### src/hw/rtl/sprb_pkg.sv
// shared types, constants and register codes for the sprite resize block
package sprb_pkg;

    // sprite store geometry, depth is a power of two so indexes wrap by masking
    localparam int SPRITE_STORE_BYTES = 4096;
    localparam int STORE_AW           = $clog2(SPRITE_STORE_BYTES);

    // destination frame line pitch in bytes
    localparam int LINE_STRIDE = 320;

    // input operation codes
    localparam logic [1:0] OP_LOAD  = 2'd0;
    localparam logic [1:0] OP_START = 2'd1;
    localparam logic [1:0] OP_STEP  = 2'd2;

    // configuration register indexes
    localparam logic [2:0] REG_X_START   = 3'd0;
    localparam logic [2:0] REG_Y_START   = 3'd1;
    localparam logic [2:0] REG_X_END     = 3'd2;
    localparam logic [2:0] REG_Y_END     = 3'd3;
    localparam logic [2:0] REG_SPR_W     = 3'd4;
    localparam logic [2:0] REG_SPR_H     = 3'd5;
    localparam logic [2:0] REG_KEY       = 3'd6;
    localparam logic [2:0] REG_FB_BASE   = 3'd7;

    // command kinds passed from front to back
    typedef enum logic [1:0] {
        CMD_LOAD  = 2'd0,
        CMD_START = 2'd1,
        CMD_STEP  = 2'd2
    } t_kind;

    // one queued command
    typedef struct packed {
        t_kind       kind;
        logic [11:0] load_index;
        logic [7:0]  load_value;
    } t_cmd;

    // configuration register set
    typedef struct packed {
        logic [9:0]  x_start;
        logic [9:0]  y_start;
        logic [9:0]  x_end;
        logic [9:0]  y_end;
        logic [6:0]  sprite_width;
        logic [6:0]  sprite_height;
        logic [7:0]  transparent_key;
        logic [23:0] frame_base;
    } t_cfg;

endpackage

### src/hw/rtl/sprb_front.sv
// input side: decodes items and queues commands for the back end
module sprb_front
    import sprb_pkg::*;
(
    input  logic        i_clk,
    input  logic        i_rst_n,
    input  logic        i_tvalid,
    output logic        o_tready,
    input  logic [23:0] i_tdata,   // load_index[11:0], load_value[19:12], zero pad
    input  logic [1:0]  i_tuser,   // operation[1:0]
    output logic        o_cmd_valid,
    output t_cmd        o_cmd,
    input  logic        i_cmd_pop
);

    t_cmd       r_q [2];
    logic       r_wr_ptr, n_wr_ptr;
    logic       r_rd_ptr, n_rd_ptr;
    logic [1:0] r_count, n_count;

    t_cmd       in_cmd;
    logic       in_keep;
    logic       accept;
    logic       push;

    // decode the operation, unused codes are dropped
    always_comb begin
        in_keep           = 1'b1;
        in_cmd.kind       = CMD_LOAD;
        in_cmd.load_index = i_tdata[11:0];
        in_cmd.load_value = i_tdata[19:12];
        unique case (i_tuser)
            OP_LOAD:  in_cmd.kind = CMD_LOAD;
            OP_START: in_cmd.kind = CMD_START;
            OP_STEP:  in_cmd.kind = CMD_STEP;
            default:  in_keep = 1'b0;
        endcase
    end

    assign o_tready    = (r_count != 2'd2);
    assign accept      = i_tvalid & o_tready;
    assign push        = accept & in_keep;
    assign o_cmd_valid = (r_count != 2'd0);
    assign o_cmd       = r_q[r_rd_ptr];

    // queue pointers
    always_comb begin
        n_wr_ptr = r_wr_ptr;
        n_rd_ptr = r_rd_ptr;
        n_count  = r_count;
        if (push) begin
            n_wr_ptr = ~r_wr_ptr;
        end
        if (i_cmd_pop) begin
            n_rd_ptr = ~r_rd_ptr;
        end
        if (push && !i_cmd_pop) begin
            n_count = r_count + 2'd1;
        end else if (!push && i_cmd_pop) begin
            n_count = r_count - 2'd1;
        end
    end

    always_ff @(posedge i_clk) begin
        if (!i_rst_n) begin
            r_wr_ptr <= 1'b0;
            r_rd_ptr <= 1'b0;
            r_count  <= 2'd0;
        end else begin
            r_wr_ptr <= n_wr_ptr;
            r_rd_ptr <= n_rd_ptr;
            r_count  <= n_count;
        end
    end

    // queue storage
    always_ff @(posedge i_clk) begin
        if (push) begin
            r_q[r_wr_ptr] <= in_cmd;
        end
    end

endmodule

### config.mk
export PLATFORM = sky130hd
export DESIGN_NAME = sprb_front
export DESIGN_NICKNAME = d
export VERILOG_FILES = /design/src/hw/rtl/sprb_pkg.sv /design/src/hw/rtl/sprb_front.sv
export SDC_FILE = /design/constraint.sdc
export NUM_CORES = 1
export LEC_CHECK = 0
export ABC_AREA = 1
export BUFFER_PORTS_ARGS = -buffer_cell sky130_fd_sc_hd__buf_2
export CORE_UTILIZATION = 40
export CTS_CLUSTER_SIZE = 14
export DETAILED_ROUTE_END_ITERATION = 6
export PLACE_DENSITY_LB_ADDON = 0.12
export SYNTH_ARGS = -nofsm -noshare
export SYNTH_HDL_FRONTEND = slang
export SYNTH_SLANG_ARGS = --single-unit
### constraint.sdc
create_clock -name i_clk -period 3.7 [get_ports i_clk]
set_clock_uncertainty 0.05 [all_clocks]
set_input_delay 0.37 -clock i_clk [delete_from_list [all_inputs] [get_ports i_clk]]
set_output_delay 0.37 -clock i_clk [all_outputs]
set_load 0.02 [all_outputs]
==> results by group <==
Yosys
  – Post-synth cell types: 14
  – Post-Synthesis Net Count: 140
  – Synthesis-stage register bit count: 49
  – Cell type with the highest aggregate area in the netlist: sky130_fd_sc_hd__edfxtp_1
  – Number of cells produced by synthesis: 109
  – Fraction of post-synthesis cell area in the top cell type by area: 71.6%
  – Count of yosys warnings during synthesis: 0
  – Sequential area share after synthesis: 77.0%
  – Post-synthesis area per instance: 16.9 sq um
  – Post-synth design cell area: 1850 sq um
  – Cell types occupying the most area after synthesis: sky130_fd_sc_hd__edfxtp_1 72%, sky130_fd_sc_hd__mux2_2 13%, sky130_fd_sc_hd__dfxtp_1 5.4%, sky130_fd_sc_hd__nand2_1 2.0%, sky130_fd_sc_hd__inv_1 1.8%

Worst setup path
  – Flop2flop setup slack: 1.68 ns
  – Worst reg2reg path depth: 4
  – Critical register-to-register path endpoint: r_q[0][15]
  – Largest fanout on the critical path: 22
  – CP Class: reg -> out
  – Kind of launch point of the worst setup path: flop
  – Required arrival time at the worst endpoint: 3.28 ns
  – CP Data Arrival Time: 1.85 ns
  – Kind of end point of the critical path: output pin
  – Reg-to-Reg Start: r_count[0]

Global routing
  – Wire length of the first global-routing pass: 4910 um
  – Global-route usage over all layers: 13.5%
  – Pin count of the biggest net entering global routing: 23
  – Met2 track demand over resource: 23.0%
  – Initial antenna violation count: 0
  – Via count of the first global-routing pass: 1092
  – Met1 demand-to-capacity share in global routing: 14.6%
  – Met3 usage in global routing: 5.48%
  – Global-route congestion overflow total: 0
  – Layer with the highest usage after global routing: met2

Route
  – Antenna-violating nets left: 0
  – Routed WL: 2990 um
  – DR vias: 1037
  – WL per Instance: 13.8 um
  – Number of iterations in the first detailed-routing pass: 4
  – Iteration-0 DRC Markers: 35
  – DRC violation count after routing: 0
  – Vias per std cell: 4.78

Power and ir drop
  – Leakage power summed over all cells: 0.878 nW
  – Cell area power density: 500 nW/um^2
  – IR Drop Worst-Case VDD: 217 uV

Timing
  – Setup repair after global routing missed its margin: no
  – Period minus WS final: 2.27 ns
  – Number of setup violations in the final report: 0
  – Worst-Margin Slew: 1.16 ns
  – Final number of max-transition violations: 0
  – Final period util: 61.4%
  – Maximum operating frequency: 440 MHz
  – Slew headroom: 22.4%
  – Total Negative Setup Slacks: 0 ns
  – Final number of hold-violating endpoints: 0

CTS
  – Quantity of hold-fixing buffers added after cts: 0
  – Level count of the clock H-tree: 2
  – CTS tree: built
  – Clock-pin transition on the worst setup and hold timing paths: 0.08 ns
  – Number of clock buffers inserted by TritonCTS: 5
  – Clock Sink Count: 49
  – Post-CTS Resized: 0
  – Number of buffers on the longest clock path: 2
  – Number of setup buffers added after CTS: 0
  – CTS root buf: sky130_fd_sc_hd__clkbuf_8
  – Skew-Pair Late Insertion Delay: 0.29 ns

Finish
  – Fraction of layout cells with a size suffix above 1: 49.1%
  – Area of all sequential standard cells: 1420 sq um
  – Most common cell after layout, fill and taps aside: sky130_fd_sc_hd__buf_2
  – Post-synthesis to final-layout area growth: 20.6%
  – Antenna diode instance count: 0
  – Share of the core filled with cells: 50.8%
  – Multi-input gate area in the final layout: 369 sq um
  – Leading cell types in the layout, fill and taps excluded: 49 x sky130_fd_sc_hd__buf_2, 44 x sky130_fd_sc_hd__edfxtp_1, 22 x sky130_fd_sc_hd__mux2_2
  – Fill count: 379
  – Net total in the final layout: 195
  – Final instance count without filler cells: 217

Worst hold path
  – Endpoint of the worst hold-timing path: r_q[0][4]
  – Classification of the worst-slack hold path: in -> reg
  – HP Start: i_tdata[16]
  – Min-Delay Path Depth: 1

Placed design
  – Count of buffers inserted at the top-level ports: 49
  – Number of cells after detailed placement: 209
  – Half-perimeter wire length after detailed placement: 2040 um
  – RePlAce Congestion: 0.685

Floorplan
  – Overall die area: 4890 sq um
  – Core Box Area: 4380 sq um
  – Vert. Die Dim: 69.9 um
  – Chip width: 69.9 um
  – Row cnt: 24
  – Effective utilization at floorplan: 42.1%
  – Number of placed I/O pins: 54

Outcome
  – Result of the run: finished clean

Flow run
  – Max-cap viol count: 0
-- sequential cells by signal, indices dropped and copies added, names as in the netlist, named ones only --
signal	flops
r_count	2
r_q	44
r_rd_ptr	1
r_wr_ptr	1
-- cell families after synthesis --
| logic type | Yosys count | synth area share [%] |
|---|---|---|
| and+or+nand+nor | 23 | 5.09 |
| DFF | 49 | 77.0 |
| buffers and inverters | 12 | 3.25 |
| muxes | 22 | 13.4 |
| adders and majority gates | 1 | 0.678 |
| AOI/OAI and AO/OA | 2 | 0.542 |
-- cells in the mapped netlist (all sizes together) --
cell,number
nor2,9
nand4,1
edfxtp,44
ha,1
o21ai,1
nand2,11
inv,10
mux2,22
nand3,2
a21oi,1
buf,2
dfxtp,5
-- layer usage --
metal / share of wire [%] / vias to the layer above / routed length (um)
met5: 0 / - / 0
met4: 1.8 / 0 / 53
met3: 6.1 / 6 / 183
met2: 49 / 33 / 1470
met1: 43 / 497 / 1290
li1: - / 501 / -
-- worst max path at each step --
stage                     from        end  slack, ns  cells after the start
floorplan           r_count[0]  r_q[1][0]       1.62                      4
global placement    i_tuser[0]  r_q[0][8]       1.60                      4
detailed placement  i_tuser[0]  r_q[0][6]       1.56                      4
CTS                       flop  o_cmd[18]       1.33                      2
global route              flop  o_cmd[11]       1.28                      2
finish                    flop   o_cmd[5]       1.43                      2
-- critical path, cell delays in order (launching register included) --
cell and delay [ns]:
sky130_fd_sc_hd__dfxtp_1 0.98, sky130_fd_sc_hd__mux2_2 0.42, sky130_fd_sc_hd__buf_2 0.16
-- cell type report --
cell class              instances  share of cell area, %
clock buffers                   8                   3.60
inverters                      10                   1.69
flip-flops and latches         49                   63.9
well taps                      52                   2.92
repair buffers                 50                   11.4
multi-input cells              48                   16.6
-- report_power, final --
part | internal (mW) | switching, mW
clock network | 0.134 | 0.154
logic | 0.0634 | 0.0973
registers | 0.646 | 0.0171
total | 0.844 | 0.268
-- through the flow --
stage | area, sq um | hold slack (ns) | total power [mW] | worst slack (ns)
finish | 2230 | 0.213 | 1.11 | 1.43
CTS | 2230 | 0.203 | 1.13 | 1.33
global route | 2230 | 0.193 | 1.17 | 1.28
detailed placement | 2150 | 0.454 | 0.839 | 1.56
global placement | 2150 | 0.427 | 0.830 | 1.60
floorplan | 1850 | 0.413 | 0.779 | 1.62
(Power assumes the default switching activity.)
